### src/rtl/core/bpc_pkg.sv
package bpc_pkg;

  localparam int TICK_W   = 8;
  localparam int CFG_T_W  = 12;
  localparam int BRIGHT_W = 7;
  localparam int ACT_W    = 2;
  localparam int IN_W     = 8;
  localparam int OUT_W    = 24;
  localparam int RES_W    = ACT_W + 1 + BRIGHT_W + BRIGHT_W + 1;
  localparam int ADDR_W   = 4;
  localparam int DATA_W   = 32;

  typedef logic [ACT_W-1:0] act_t;

  localparam act_t ACT_NONE    = 2'd0;
  localparam act_t ACT_TOGGLE  = 2'd1;
  localparam act_t ACT_RESTART = 2'd2;
  localparam act_t ACT_SLEEP   = 2'd3;

  localparam logic [1:0] REG_TICK      = 2'd0;
  localparam logic [1:0] REG_DEBOUNCE  = 2'd1;
  localparam logic [1:0] REG_LONG      = 2'd2;
  localparam logic [1:0] REG_VERY_LONG = 2'd3;

  localparam logic [TICK_W-1:0]  TICK_RST      = 8'd20;
  localparam logic [CFG_T_W-1:0] DEBOUNCE_RST  = 12'd30;
  localparam logic [CFG_T_W-1:0] LONG_RST      = 12'd800;
  localparam logic [CFG_T_W-1:0] VERY_LONG_RST = 12'd3000;

  localparam logic [BRIGHT_W-1:0] BRIGHT_MAX  = 7'd100;
  localparam logic [BRIGHT_W-1:0] BRIGHT_MIN  = 7'd10;
  localparam logic [BRIGHT_W-1:0] BRIGHT_STEP = 7'd10;
  localparam logic [BRIGHT_W-1:0] BRIGHT_RST  = 7'd50;

  // per-tick status handed from the button trackers to the result logic
  typedef struct packed {
    logic up_fire;
    logic dn_fire;
  } btn_fire_t;

endpackage

### src/rtl/core/bpc_track.sv
module bpc_track import bpc_pkg::*; #(
  parameter int TIME_BITS = 12
) (
  input  logic               clk,
  input  logic               rst_n,
  input  logic               step,
  input  logic               pressed,
  input  logic [TICK_W-1:0]  tick_ms,
  input  logic [CFG_T_W-1:0] deb_limit,
  output logic               fire
);

  localparam int CW = (TIME_BITS > CFG_T_W) ? TIME_BITS : CFG_T_W;

  logic                 flag_r, flag_nxt;
  logic                 fired_r, fired_nxt;
  logic [TIME_BITS-1:0] hold_r, hold_nxt;
  logic [TIME_BITS:0]   sum;
  logic [TIME_BITS-1:0] hold_sat;

  assign sum      = {1'b0, hold_r} + (TIME_BITS+1)'(tick_ms);
  assign hold_sat = sum[TIME_BITS] ? {TIME_BITS{1'b1}} : sum[TIME_BITS-1:0];

  always_comb begin
    flag_nxt  = flag_r;
    fired_nxt = fired_r;
    hold_nxt  = hold_r;
    fire      = 1'b0;
    if (!pressed) begin
      flag_nxt = 1'b0;
    end else if (!flag_r) begin
      // first pressed tick: restart the hold count
      flag_nxt  = 1'b1;
      hold_nxt  = '0;
      fired_nxt = 1'b0;
    end else begin
      hold_nxt = hold_sat;
      if (!fired_r && (CW'(hold_sat) > CW'(deb_limit))) begin
        fired_nxt = 1'b1;
        fire      = 1'b1;
      end
    end
  end

  always_ff @(posedge clk) begin
    if (!rst_n) begin
      flag_r  <= 1'b0;
      fired_r <= 1'b0;
      hold_r  <= '0;
    end else if (step) begin
      flag_r  <= flag_nxt;
      fired_r <= fired_nxt;
      hold_r  <= hold_nxt;
    end
  end

endmodule

### src/rtl/core/bpc_power.sv
module bpc_power import bpc_pkg::*; #(
  parameter int TIME_BITS = 12
) (
  input  logic               clk,
  input  logic               rst_n,
  input  logic               step,
  input  logic               pressed,
  input  logic [TICK_W-1:0]  tick_ms,
  input  logic [CFG_T_W-1:0] deb_limit,
  input  logic [CFG_T_W-1:0] long_ms,
  input  logic [CFG_T_W-1:0] very_long_ms,
  output act_t               action
);

  localparam int CW = (TIME_BITS > CFG_T_W) ? TIME_BITS : CFG_T_W;

  logic                 flag_r, flag_nxt;
  logic [TIME_BITS-1:0] hold_r, hold_nxt;
  logic [TIME_BITS:0]   sum;
  logic [TIME_BITS-1:0] hold_sat;
  logic [CW-1:0]        h, deb, lng, vlng;

  assign sum      = {1'b0, hold_r} + (TIME_BITS+1)'(tick_ms);
  assign hold_sat = sum[TIME_BITS] ? {TIME_BITS{1'b1}} : sum[TIME_BITS-1:0];
  assign h        = CW'(hold_sat);
  assign deb      = CW'(deb_limit);
  assign lng      = CW'(long_ms);
  assign vlng     = CW'(very_long_ms);

  always_comb begin
    flag_nxt = flag_r;
    hold_nxt = hold_r;
    action   = ACT_NONE;
    if (pressed) begin
      flag_nxt = 1'b1;
      hold_nxt = flag_r ? hold_sat : '0;
    end else if (flag_r) begin
      // classify on the first released tick
      flag_nxt = 1'b0;
      hold_nxt = hold_sat;
      if (h > deb && h < vlng && h >= lng) begin
        action = ACT_RESTART;
      end else if (h >= vlng) begin
        action = ACT_SLEEP;
      end else if (h > deb) begin
        action = ACT_TOGGLE;
      end
    end
  end

  always_ff @(posedge clk) begin
    if (!rst_n) begin
      flag_r <= 1'b0;
      hold_r <= '0;
    end else if (step) begin
      flag_r <= flag_nxt;
      hold_r <= hold_nxt;
    end
  end

endmodule

### src/rtl/core/button_press_classifier.sv
// Button press classifier.
// Input stream: one word per poll tick, in_tdata holds the three active-low
// button pins (power, up, down). Result stream: exactly one word per input
// word, carrying the power action, display flag, brightness and the
// backlight value and write strobe for that tick.
// An accepted word enters the input register, and its result is loaded into
// the output register, which drives out_tvalid, once that register is free.
// Throughput: one word per cycle while the output is not stalled. Each tick
// updates the hold counters, display flag and brightness, and the next tick
// needs that state, so that update loop sets the rate.
// When out_tready is low the result register holds its word; the input
// register still takes one more word if it is empty, then in_tready drops
// until the result is taken.
// Reset (synchronous, active low) empties both registers, clears all
// button tracking, turns the display on, sets brightness to 50 and loads
// the default timing registers. The user must write the APB registers only
// while the stream is idle; the block itself does not enforce this.
module button_press_classifier import bpc_pkg::*; #(
  parameter int TIME_BITS = 12
) (
  input  logic              clk,
  input  logic              rst_n,
  input  logic              in_tvalid,
  output logic              in_tready,
  input  logic [IN_W-1:0]   in_tdata,     // [0] power_level, [1] up_level, [2] down_level
  output logic              out_tvalid,
  input  logic              out_tready,
  output logic [OUT_W-1:0]  out_tdata,    // [1:0] power_action, [2] display_enabled,
                                          // [9:3] brightness_level, [16:10] backlight_value,
                                          // [17] backlight_write
  input  logic              cfg_psel,
  input  logic              cfg_penable,
  input  logic              cfg_pwrite,
  input  logic [ADDR_W-1:0] cfg_paddr,
  input  logic [DATA_W-1:0] cfg_pwdata,
  output logic [DATA_W-1:0] cfg_prdata,
  output logic              cfg_pready
);

  logic [TICK_W-1:0]  tick_r;
  logic [CFG_T_W-1:0] deb_r, long_r, vlong_r;
  logic               cfg_wr;

  logic               in_valid_r;
  logic [2:0]         lvl_r;
  logic               out_valid_r;
  logic [RES_W-1:0]   out_data_r;
  logic               adv, step, proc;

  act_t               act;
  btn_fire_t          fires;
  logic               disp_r, disp_nxt;
  logic [BRIGHT_W-1:0] bright_r, bright_nxt;
  logic [BRIGHT_W-1:0] bl_val;
  logic               bl_wr;
  logic [BRIGHT_W:0]  up_sum;

  // configuration port
  assign cfg_pready = 1'b1;
  assign cfg_wr     = cfg_psel & cfg_penable & cfg_pwrite;

  always_ff @(posedge clk) begin
    if (!rst_n) begin
      tick_r  <= TICK_RST;
      deb_r   <= DEBOUNCE_RST;
      long_r  <= LONG_RST;
      vlong_r <= VERY_LONG_RST;
    end else if (cfg_wr) begin
      case (cfg_paddr[3:2])
        REG_TICK:      tick_r  <= cfg_pwdata[TICK_W-1:0];
        REG_DEBOUNCE:  deb_r   <= cfg_pwdata[CFG_T_W-1:0];
        REG_LONG:      long_r  <= cfg_pwdata[CFG_T_W-1:0];
        REG_VERY_LONG: vlong_r <= cfg_pwdata[CFG_T_W-1:0];
        default: ;
      endcase
    end
  end

  always_comb begin
    case (cfg_paddr[3:2])
      REG_TICK:      cfg_prdata = DATA_W'(tick_r);
      REG_DEBOUNCE:  cfg_prdata = DATA_W'(deb_r);
      REG_LONG:      cfg_prdata = DATA_W'(long_r);
      REG_VERY_LONG: cfg_prdata = DATA_W'(vlong_r);
      default:       cfg_prdata = '0;
    endcase
  end

  // stream control
  assign adv       = !out_valid_r || out_tready;
  assign step      = in_valid_r && adv;
  assign in_tready = !in_valid_r || adv;

  always_ff @(posedge clk) begin
    if (!rst_n) begin
      in_valid_r  <= 1'b0;
      out_valid_r <= 1'b0;
    end else begin
      if (in_tready) in_valid_r <= in_tvalid;
      if (adv) out_valid_r <= in_valid_r;
    end
  end

  always_ff @(posedge clk) begin
    if (in_tvalid && in_tready) lvl_r <= in_tdata[2:0];
  end

  bpc_power #(.TIME_BITS(TIME_BITS)) u_power (
    .clk          (clk),
    .rst_n        (rst_n),
    .step         (step),
    .pressed      (!lvl_r[0]),
    .tick_ms      (tick_r),
    .deb_limit    (deb_r),
    .long_ms      (long_r),
    .very_long_ms (vlong_r),
    .action       (act)
  );

  // restart and sleep stop the tick before up and down are looked at
  assign proc = (act != ACT_RESTART) && (act != ACT_SLEEP);

  bpc_track #(.TIME_BITS(TIME_BITS)) u_up (
    .clk         (clk),
    .rst_n       (rst_n),
    .step        (step && proc),
    .pressed     (!lvl_r[1]),
    .tick_ms     (tick_r),
    .deb_limit   (deb_r),
    .fire        (fires.up_fire)
  );

  bpc_track #(.TIME_BITS(TIME_BITS)) u_dn (
    .clk         (clk),
    .rst_n       (rst_n),
    .step        (step && proc),
    .pressed     (!lvl_r[2]),
    .tick_ms     (tick_r),
    .deb_limit   (deb_r),
    .fire        (fires.dn_fire)
  );

  assign up_sum = {1'b0, bright_r} + {1'b0, BRIGHT_STEP};

  always_comb begin
    disp_nxt   = disp_r;
    bright_nxt = bright_r;
    bl_val     = '0;
    bl_wr      = 1'b0;
    if (act == ACT_SLEEP) begin
      bl_wr = 1'b1;
    end else if (act == ACT_TOGGLE) begin
      disp_nxt = !disp_r;
      bl_wr    = 1'b1;
      bl_val   = disp_nxt ? bright_r : '0;
    end
    if (proc && fires.up_fire) begin
      if (bright_r < BRIGHT_MAX) begin
        bright_nxt = (up_sum > {1'b0, BRIGHT_MAX}) ? BRIGHT_MAX : up_sum[BRIGHT_W-1:0];
      end
      if (disp_nxt) begin
        bl_wr  = 1'b1;
        bl_val = bright_nxt;
      end
    end
    if (proc && fires.dn_fire) begin
      if (bright_nxt > BRIGHT_MIN) bright_nxt = bright_nxt - BRIGHT_STEP;
      if (disp_nxt) begin
        bl_wr  = 1'b1;
        bl_val = bright_nxt;
      end
    end
  end

  always_ff @(posedge clk) begin
    if (!rst_n) begin
      disp_r   <= 1'b1;
      bright_r <= BRIGHT_RST;
    end else if (step) begin
      disp_r   <= disp_nxt;
      bright_r <= bright_nxt;
    end
  end

  always_ff @(posedge clk) begin
    if (step) out_data_r <= {bl_wr, bl_val, bright_nxt, disp_nxt, act};
  end

  assign out_tvalid = out_valid_r;
  assign out_tdata  = {{(OUT_W-RES_W){1'b0}}, out_data_r};

`ifndef SYNTHESIS
  a_word_held: assert property (@(posedge clk) disable iff (!rst_n)
    (in_valid_r && !adv) |=> in_valid_r)
    else $error("pending input word dropped while output stalled");

  a_disp_toggle_only: assert property (@(posedge clk) disable iff (!rst_n)
    (step && act != ACT_TOGGLE) |=> (disp_r == $past(disp_r)))
    else $error("display flag changed without a toggle");

  a_restart_quiet: assert property (@(posedge clk) disable iff (!rst_n)
    (out_valid_r && out_data_r[ACT_W-1:0] == ACT_RESTART) |-> !out_data_r[RES_W-1])
    else $error("backlight written on restart");

  a_bright_range: assert property (@(posedge clk) disable iff (!rst_n)
    step |=> (bright_r >= BRIGHT_MIN && bright_r <= BRIGHT_MAX))
    else $error("brightness left its range");
`endif

endmodule
### config.mk
export PLATFORM = sky130hd
export DESIGN_NAME = button_press_classifier
export DESIGN_NICKNAME = d
export VERILOG_FILES = /design/src/rtl/core/bpc_pkg.sv /design/src/rtl/core/bpc_track.sv /design/src/rtl/core/bpc_power.sv /design/src/rtl/core/button_press_classifier.sv
export SDC_FILE = /design/constraint.sdc
export NUM_CORES = 1
export LEC_CHECK = 0
export ABC_AREA = 1
export BUFFER_PORTS_ARGS = -buffer_cell sky130_fd_sc_hd__buf_2
export CAP_MARGIN = 10
export CELL_PAD_IN_SITES_DETAIL_PLACEMENT = 0
export CELL_PAD_IN_SITES_GLOBAL_PLACEMENT = 2
export CORE_ASPECT_RATIO = 1.5
export CORE_MARGIN = 5
export CORE_UTILIZATION = 33
export DETAILED_ROUTE_END_ITERATION = 7
export GPL_TIMING_DRIVEN = 0
export PLACE_DENSITY_LB_ADDON = 0.1
export SETUP_SLACK_MARGIN = 0.1
export SKIP_CTS_REPAIR_TIMING = 1
export SLEW_MARGIN = 10
export SYNTH_ARGS = -nofsm -noshare
export SYNTH_HDL_FRONTEND = slang
export SYNTH_HIERARCHICAL = 1
export SYNTH_SLANG_ARGS = --single-unit
### constraint.sdc
create_clock -name clk -period 5.77 [get_ports clk]
set_input_delay 0.577 -clock clk [delete_from_list [all_inputs] [get_ports clk]]
set_output_delay 0.577 -clock clk [all_outputs]
set_load 0.01 [all_outputs]
After elaboration in Yosys (flattened, before gate mapping)
Cells that the tools add are included.
- add/subtract/negate cells: 5
- $lt $le $gt $ge: 9
- eq/ne operators: 10
- muxes and demuxes: 47
- bitwise logic cells: 4
- reduce and logical (&&, ||, !) cells: 27
- operators with widths (cell ; number):
    one-hot mux 32 bit (4 select lines) ; 1
    two-way mux 12 bit ; 8
    two-way mux 7 bit ; 12
    adder 12 x 8 -> 13 bit ; 3
    > comparator 12 bit ; 3
    greater-or-equal comparator 12 bit ; 2
    two-way mux 1 bit ; 22
    AND reduction 2 bit ; 7
    < comparator 12 bit ; 1
    logical AND 1 bit ; 10
    adder 7 x 4 -> 8 bit, second input constant ; 1
    > comparator 8 x 7 -> 1 bit, second input constant ; 1
    two-way mux 2 bit ; 4
    inequality test 2 bit, second input constant ; 4
    > comparator 7 x 4 -> 1 bit, second input constant ; 1
    < comparator 7 bit, second input constant ; 1
    subtractor 7 x 4 -> 7 bit, second input constant ; 1
    == test 2 bit, second input constant ; 3
    AND reduction 3 bit ; 2
    zero test 1 bit ; 5
    == test 2 x 1 -> 1 bit, second input constant ; 2
    AND 1 bit ; 2
    zero test 2 bit ; 1
    logical OR 1 bit ; 2
    2 further kinds ; 3
- flip-flop bits (word level): 116
- bits of input ports: 51
- output and inout bits: 59

Logic depth before layout (Yosys ltp)
- depth after elaboration: 16
- gate-level depth with buffers: 38

Modules after synthesis
The synthesis kept the hierarchy.
- modules (own cells, without submodules) (module ; instances ; cells each ; area an instance (um^2)):
    button_press_classifier ; 1 ; 529 ; 3861.2
    bpc_track ; 2 ; 240 ; 1497.7
    bpc_power ; 1 ; 329 ; 2190.9

Worst setup path before layout
Ideal clock, no wire load.
- path kind: register -> register
- start point: register tick_r[0]
- end point: register out_data_r[4] (data pin)
- setup time: 0.255 ns
- arrival: 4.351 ns
- data required time: 5.515 ns
- slack: 1.165 ns
- stages on the path, launching flop included: 35
- path buffers: 2
- clock period less this slack: 4.605 ns
- path through: dfxtp_1 -> ha_1 -> fa_1 -> nand2_1 -> inv_2 -> nand2_2 -> nand2_4 -> nand2_4 -> nand2_4 -> nand3_4 -> buf_12 -> nand3_4 -> ha_1 -> nand2_1 -> nor3_1 -> nand2_1 -> nand3_1 -> nand3_1 -> a21boi_0 -> inv_1 -> nand2_1 -> inv_1 -> buf_4 -> nand3_1 -> nand2_1 -> inv_1 -> ha_1 -> inv_1 -> nand3_1 -> nor2_2 -> nand2_2 -> nand2_4 -> nand2_1 -> nand3_1 -> and2_1
- longest elaborated chain between the ends: 15
- RTL lines (what ; line ; text):
    start, declared ; button_press_classifier.sv:40 ; logic [TICK_W-1:0] tick_r;
    start signal, assigned ; button_press_classifier.sv:70 ; REG_TICK: tick_r <= cfg_pwdata[TICK_W-1:0];
    adder 12 x 8 -> 13 bit * ; bpc_power.sv:23 ; assign sum = {1'b0, hold_r} + (TIME_BITS+1)'(tick_ms);
    two-way mux 12 bit * ; bpc_power.sv:24 ; assign hold_sat = sum[TIME_BITS] ? {TIME_BITS{1'b1}} : sum[TIME_BITS-1:0];
    > comparator 12 bit or < comparator 12 bit (tied branches) ; bpc_power.sv:41 ; if (h > deb && h < vlng && h >= lng) begin
    logical AND 1 bit (2 in series) ; bpc_power.sv:41 ;
    two-way mux 2 bit * ; bpc_power.sv:41 ;
    two-way mux 2 bit * ; bpc_power.sv:37 ; end else if (flag_r) begin
    two-way mux 2 bit * ; bpc_power.sv:34 ; if (pressed) begin
    named net act[1] ; button_press_classifier.sv:50 ; act_t act;
    inequality test 2 bit ; button_press_classifier.sv:121 ; assign proc = (act != ACT_RESTART) && (act != ACT_SLEEP);
    logical AND 1 bit * ; button_press_classifier.sv:121 ;
    logical AND 1 bit ; button_press_classifier.sv:157 ; if (proc && fires.up_fire) begin
    two-way mux 7 bit ; button_press_classifier.sv:157 ;
    subtractor 7 x 4 -> 7 bit or > comparator 7 x 4 -> 1 bit (tied branches) ; button_press_classifier.sv:167 ; if (bright_nxt > BRIGHT_MIN) bright_nxt = bright_nxt - BRIGHT_STEP;
    two-way mux 7 bit ; button_press_classifier.sv:167 ;
    two-way mux 7 bit * ; button_press_classifier.sv:166 ; if (proc && fires.dn_fire) begin
    named net bright_nxt[1] ; button_press_classifier.sv:53 ; logic [BRIGHT_W-1:0] bright_r, bright_nxt;
    end signal, assigned ; button_press_classifier.sv:186 ; if (step) out_data_r <= {bl_wr, bl_val, bright_nxt, disp_nxt, act};
    end, declared ; button_press_classifier.sv:47 ; logic [RES_W-1:0] out_data_r;
Mark *: on every way through the listed nets, which the timed path passes. The rest lies on a longest branch.
A chain may end at the register's enable or synchronous reset.

Worst setup path after layout
- start point: register tick_r[0]
- end point: register out_data_r[12] (data pin)
- RTL lines (what ; line ; text):
    adder 12 x 8 -> 13 bit * ; bpc_power.sv:23 ;
    two-way mux 12 bit * ; bpc_power.sv:24 ;
    > comparator 12 bit or < comparator 12 bit (tied branches) ; bpc_power.sv:41, bpc_power.sv:45 ;
    two-way mux 1 bit or logical AND 1 bit (tied branches) ; bpc_power.sv:45, bpc_power.sv:41 ;
    two-way mux 2 bit or logical AND 1 bit (tied branches) ; bpc_power.sv:43, bpc_power.sv:41 ;
    two-way mux 2 bit * ; bpc_power.sv:41 ;
    two-way mux 2 bit * ; bpc_power.sv:37 ;
    two-way mux 2 bit * ; bpc_power.sv:34 ;
    named net act[0] ; button_press_classifier.sv:50 ;
    [1 not listed] ; - ;
    two-way mux 1 bit ; button_press_classifier.sv:152 ; end else if (act == ACT_TOGGLE) begin
    two-way mux 1 bit * ; button_press_classifier.sv:150 ; if (act == ACT_SLEEP) begin
    named net disp_nxt ; button_press_classifier.sv:52 ; logic disp_r, disp_nxt;
    two-way mux 7 bit ; button_press_classifier.sv:161 ; if (disp_nxt) begin
    two-way mux 7 bit ; button_press_classifier.sv:157 ;
    two-way mux 7 bit ; button_press_classifier.sv:168 ; if (disp_nxt) begin
    two-way mux 7 bit * ; button_press_classifier.sv:166 ;
    named net bl_val[2] ; button_press_classifier.sv:54 ; logic [BRIGHT_W-1:0] bl_val;
Marks and branches as above.

==> results.cfg <==
[synth]
avgSynthCellArea_um2 = 6.76
synth_cells = 1338
syn_area_um2 = 9050
ys_ff_latch = 116
synth-main-ff-cell = dfxtp_1
synth_sequential_area_ratio = 0.280
synthArstFlopShare = 0
synth.yosys.warnings = 6
synth_cell_types = 50
synth_edf_count = 21
synth_top_area_share = 0.210
synthTopCellsByArea = dfxtp_1, nand2_1, ha_1
synth_top_cell_by_area = dfxtp_1

[min_path]
hp-class = in2reg
min_to = lvl_r[1]
hold-path-cell-count = 1
worst_hold_startpoint = in_tdata[1]

[routing]
routedWlPerCell_um = 16.6
drc = 0
drt_iter0_markers = 334
viasPerCell = 4.76
vias = 8518
ant_nets = 0
firstDrtPassIters = 5
drt_wl_total_um = 29700

[global_routing]
first_global_vias = 8440
grt_max_degree = 29
antenna_found_initial = 0
grt_pass1_wl_um = 46300
grtUsageTotal = 0.194
grt-ovfl-total = 0

[placement]
numPortBuffers = 55
dp_hpwl_um = 23600
gp_congestion = 0.818
place_ws_ns = -0.128

[worst_setup_path]
critPathMaxFanout = 10
arrival_ns = 5.47
ff2ff_setup_slack_ns = 0.46
worstSetupStartpointType = flop
end_kind = flop
cpPeakStageDelay_ns = 0.39
worst-r2r-cell-count = 32
r2r-end = out_data_r[12]
critPathKind = reg2reg
cp_slowest_cell = dfxtp_2
r2r-start = tick_r[0]
cp_data_required_time_ns = 5.94

[floorplanning]
die_w_um = 145
core_area_um2 = 27100
die_area_um2 = 30900
dieHeight_um = 213
rows = 74
top_level_ports = 110
start_util = 0.334

[sta]
finalCritPeriodShare = 0.920
setup_viol = 0
maxSlewViolCount = 0
hold_violations = 0
worstMarginPinSlew_ns = 0.955
setup_ws_ns = 0.464
period_minus_slack_ns = 5.31
slew_headroom = 0.359
skew_ns = 0.00969
fmax_ghz = 0.188
rsz0062_at_grt = yes
setup-tns-final_ns = 0

[clock_tree]
clk_latency_ns = 0.43
cts_tree = built
path_clk_slew_ns = 0.05
cts_root_buffer = clkbuf_16
cts_buffers = 17
clock_path_buffers = 2
htreeDepth = 4
clock_sinks = 116

[power_and_ir_drop]
leakagePower_nw = 5.27
total_power_w = 0.00217
ir_drop_uv = 190
powerDensity_nw_per_um2 = 207

[final_layout]
postLayoutCoreUtil = 0.386
layout-drive-gt1-share = 0.157
n_antenna_cell = 0
num-nets-final = 1578
area_delta_synth_final_pct = 15.6

[job]
cap_violations = 0

[run_status]
status = completed
[stage by stage]
stage / hold WS, ns / instances / cell area, µm²
after global placement: 0.443 / 1760 / 9840
final: 0.333 / 1791 / 10500
after floorplan: 0.433 / 1363 / 9140
after CTS: 0.307 / 1791 / 10400
after detailed placement: 0.455 / 1760 / 9840
after global routing: 0.315 / 1791 / 10500
[cells in the final DEF, fill, tap and decap left out, drive strengths merged, types with 5 or more instances in the layout]
master and n:
a21boi 6, a21oi 87, buf 93, clkbuf 43, clkinv 7, conb 27
dfxtp 95, edfxtp 21, ha 87, inv 193, nand2 403, nand3 102
nand3b 5, nand4 27, nor2 143, nor3 8, o21ai 64, xor2 10
[cell usage after synthesis, drive strengths merged (6+ instances only)]
master / n
dfxtp: 95
inv: 192
nand2: 403
nand4: 27
edfxtp: 21
ha: 87
nor3: 8
clkbuf: 20
nand3: 102
buf: 38
xor2: 10
o21ai: 64
nor2: 143
a21boi: 6
a21oi: 87
[kinds of logic after synthesis]
group / after synthesis / share of synthesized area
simple gates: 695 / 0.351
compound gates: 171 / 0.109
other cells: 2 / 0.000830
flops: 116 / 0.280
fa+ha+maj: 90 / 0.127
buf+inv: 253 / 0.121
mux: 1 / 0.00111
xor+xnor: 10 / 0.00968
[metal layers]
metal	vias up	part of all wire	GRT usage
met4	0	0.043	0.0949
met5	-	0	0
met3	61	0.032	0.0310
met1	3850	0.38	0.203
li1	4446	-	-
met2	161	0.54	0.375
[critical path, delay by kind of cell, from the launching register on]
family	cells	cell delay (ns)
AO/OA/AOI/OAI	4	0.74
buffers and inverters	8	1.21
flip-flops	1	0.39
adder cells (fa/ha/maj)	3	1.00
AND/OR/NAND/NOR	17	1.71
[sequential cells by signal (all words and copies together) (netlist names)]
name            count
bright_r            7
deb_r              12
disp_r              1
in_valid_r          1
long_r             12
lvl_r               3
out_data_r         18
out_tvalid          1
tick_r              8
u_dn/fired_r        1
u_dn/flag_r         1
u_dn/hold_r        12
u_power/flag_r      1
u_power/hold_r     12
u_up/fired_r        1
u_up/flag_r         1
u_up/hold_r        12
vlong_r            12
[final cells by class]
type                       instances  area (µm²)
fill                            2983       16700
multi-input combinational        994        5560
sequential                       116        2540
inverter                         195         732
clock buffer                      23         488
tap                              342         428
buffer                            58         363
timing repair buffer              55         275
clock inverter                     8        75.1
[report_power, final]
group | switching [W] | internal, W | total (W)
registers | 0.0000217 | 0.000846 | 0.000868
logic | 0.000180 | 0.0000933 | 0.000273
clock network | 0.000393 | 0.000633 | 0.00103
[how the worst max path moves through the flow]
stage | start | endpoint | cells past startpoint
3_5_place_dp | tick_r[0] | out_data_r[6] | 36
5_1_grt | tick_r[0] | out_data_r[12] | 37
3_3_place_gp | tick_r[0] | out_data_r[6] | 36
6_report | tick_r[0] | out_data_r[12] | 32
2_1_floorplan | tick_r[0] | out_data_r[4] | 34
4_1_cts | tick_r[0] | out_data_r[6] | 36
Power figures use the tool's default switching activity.
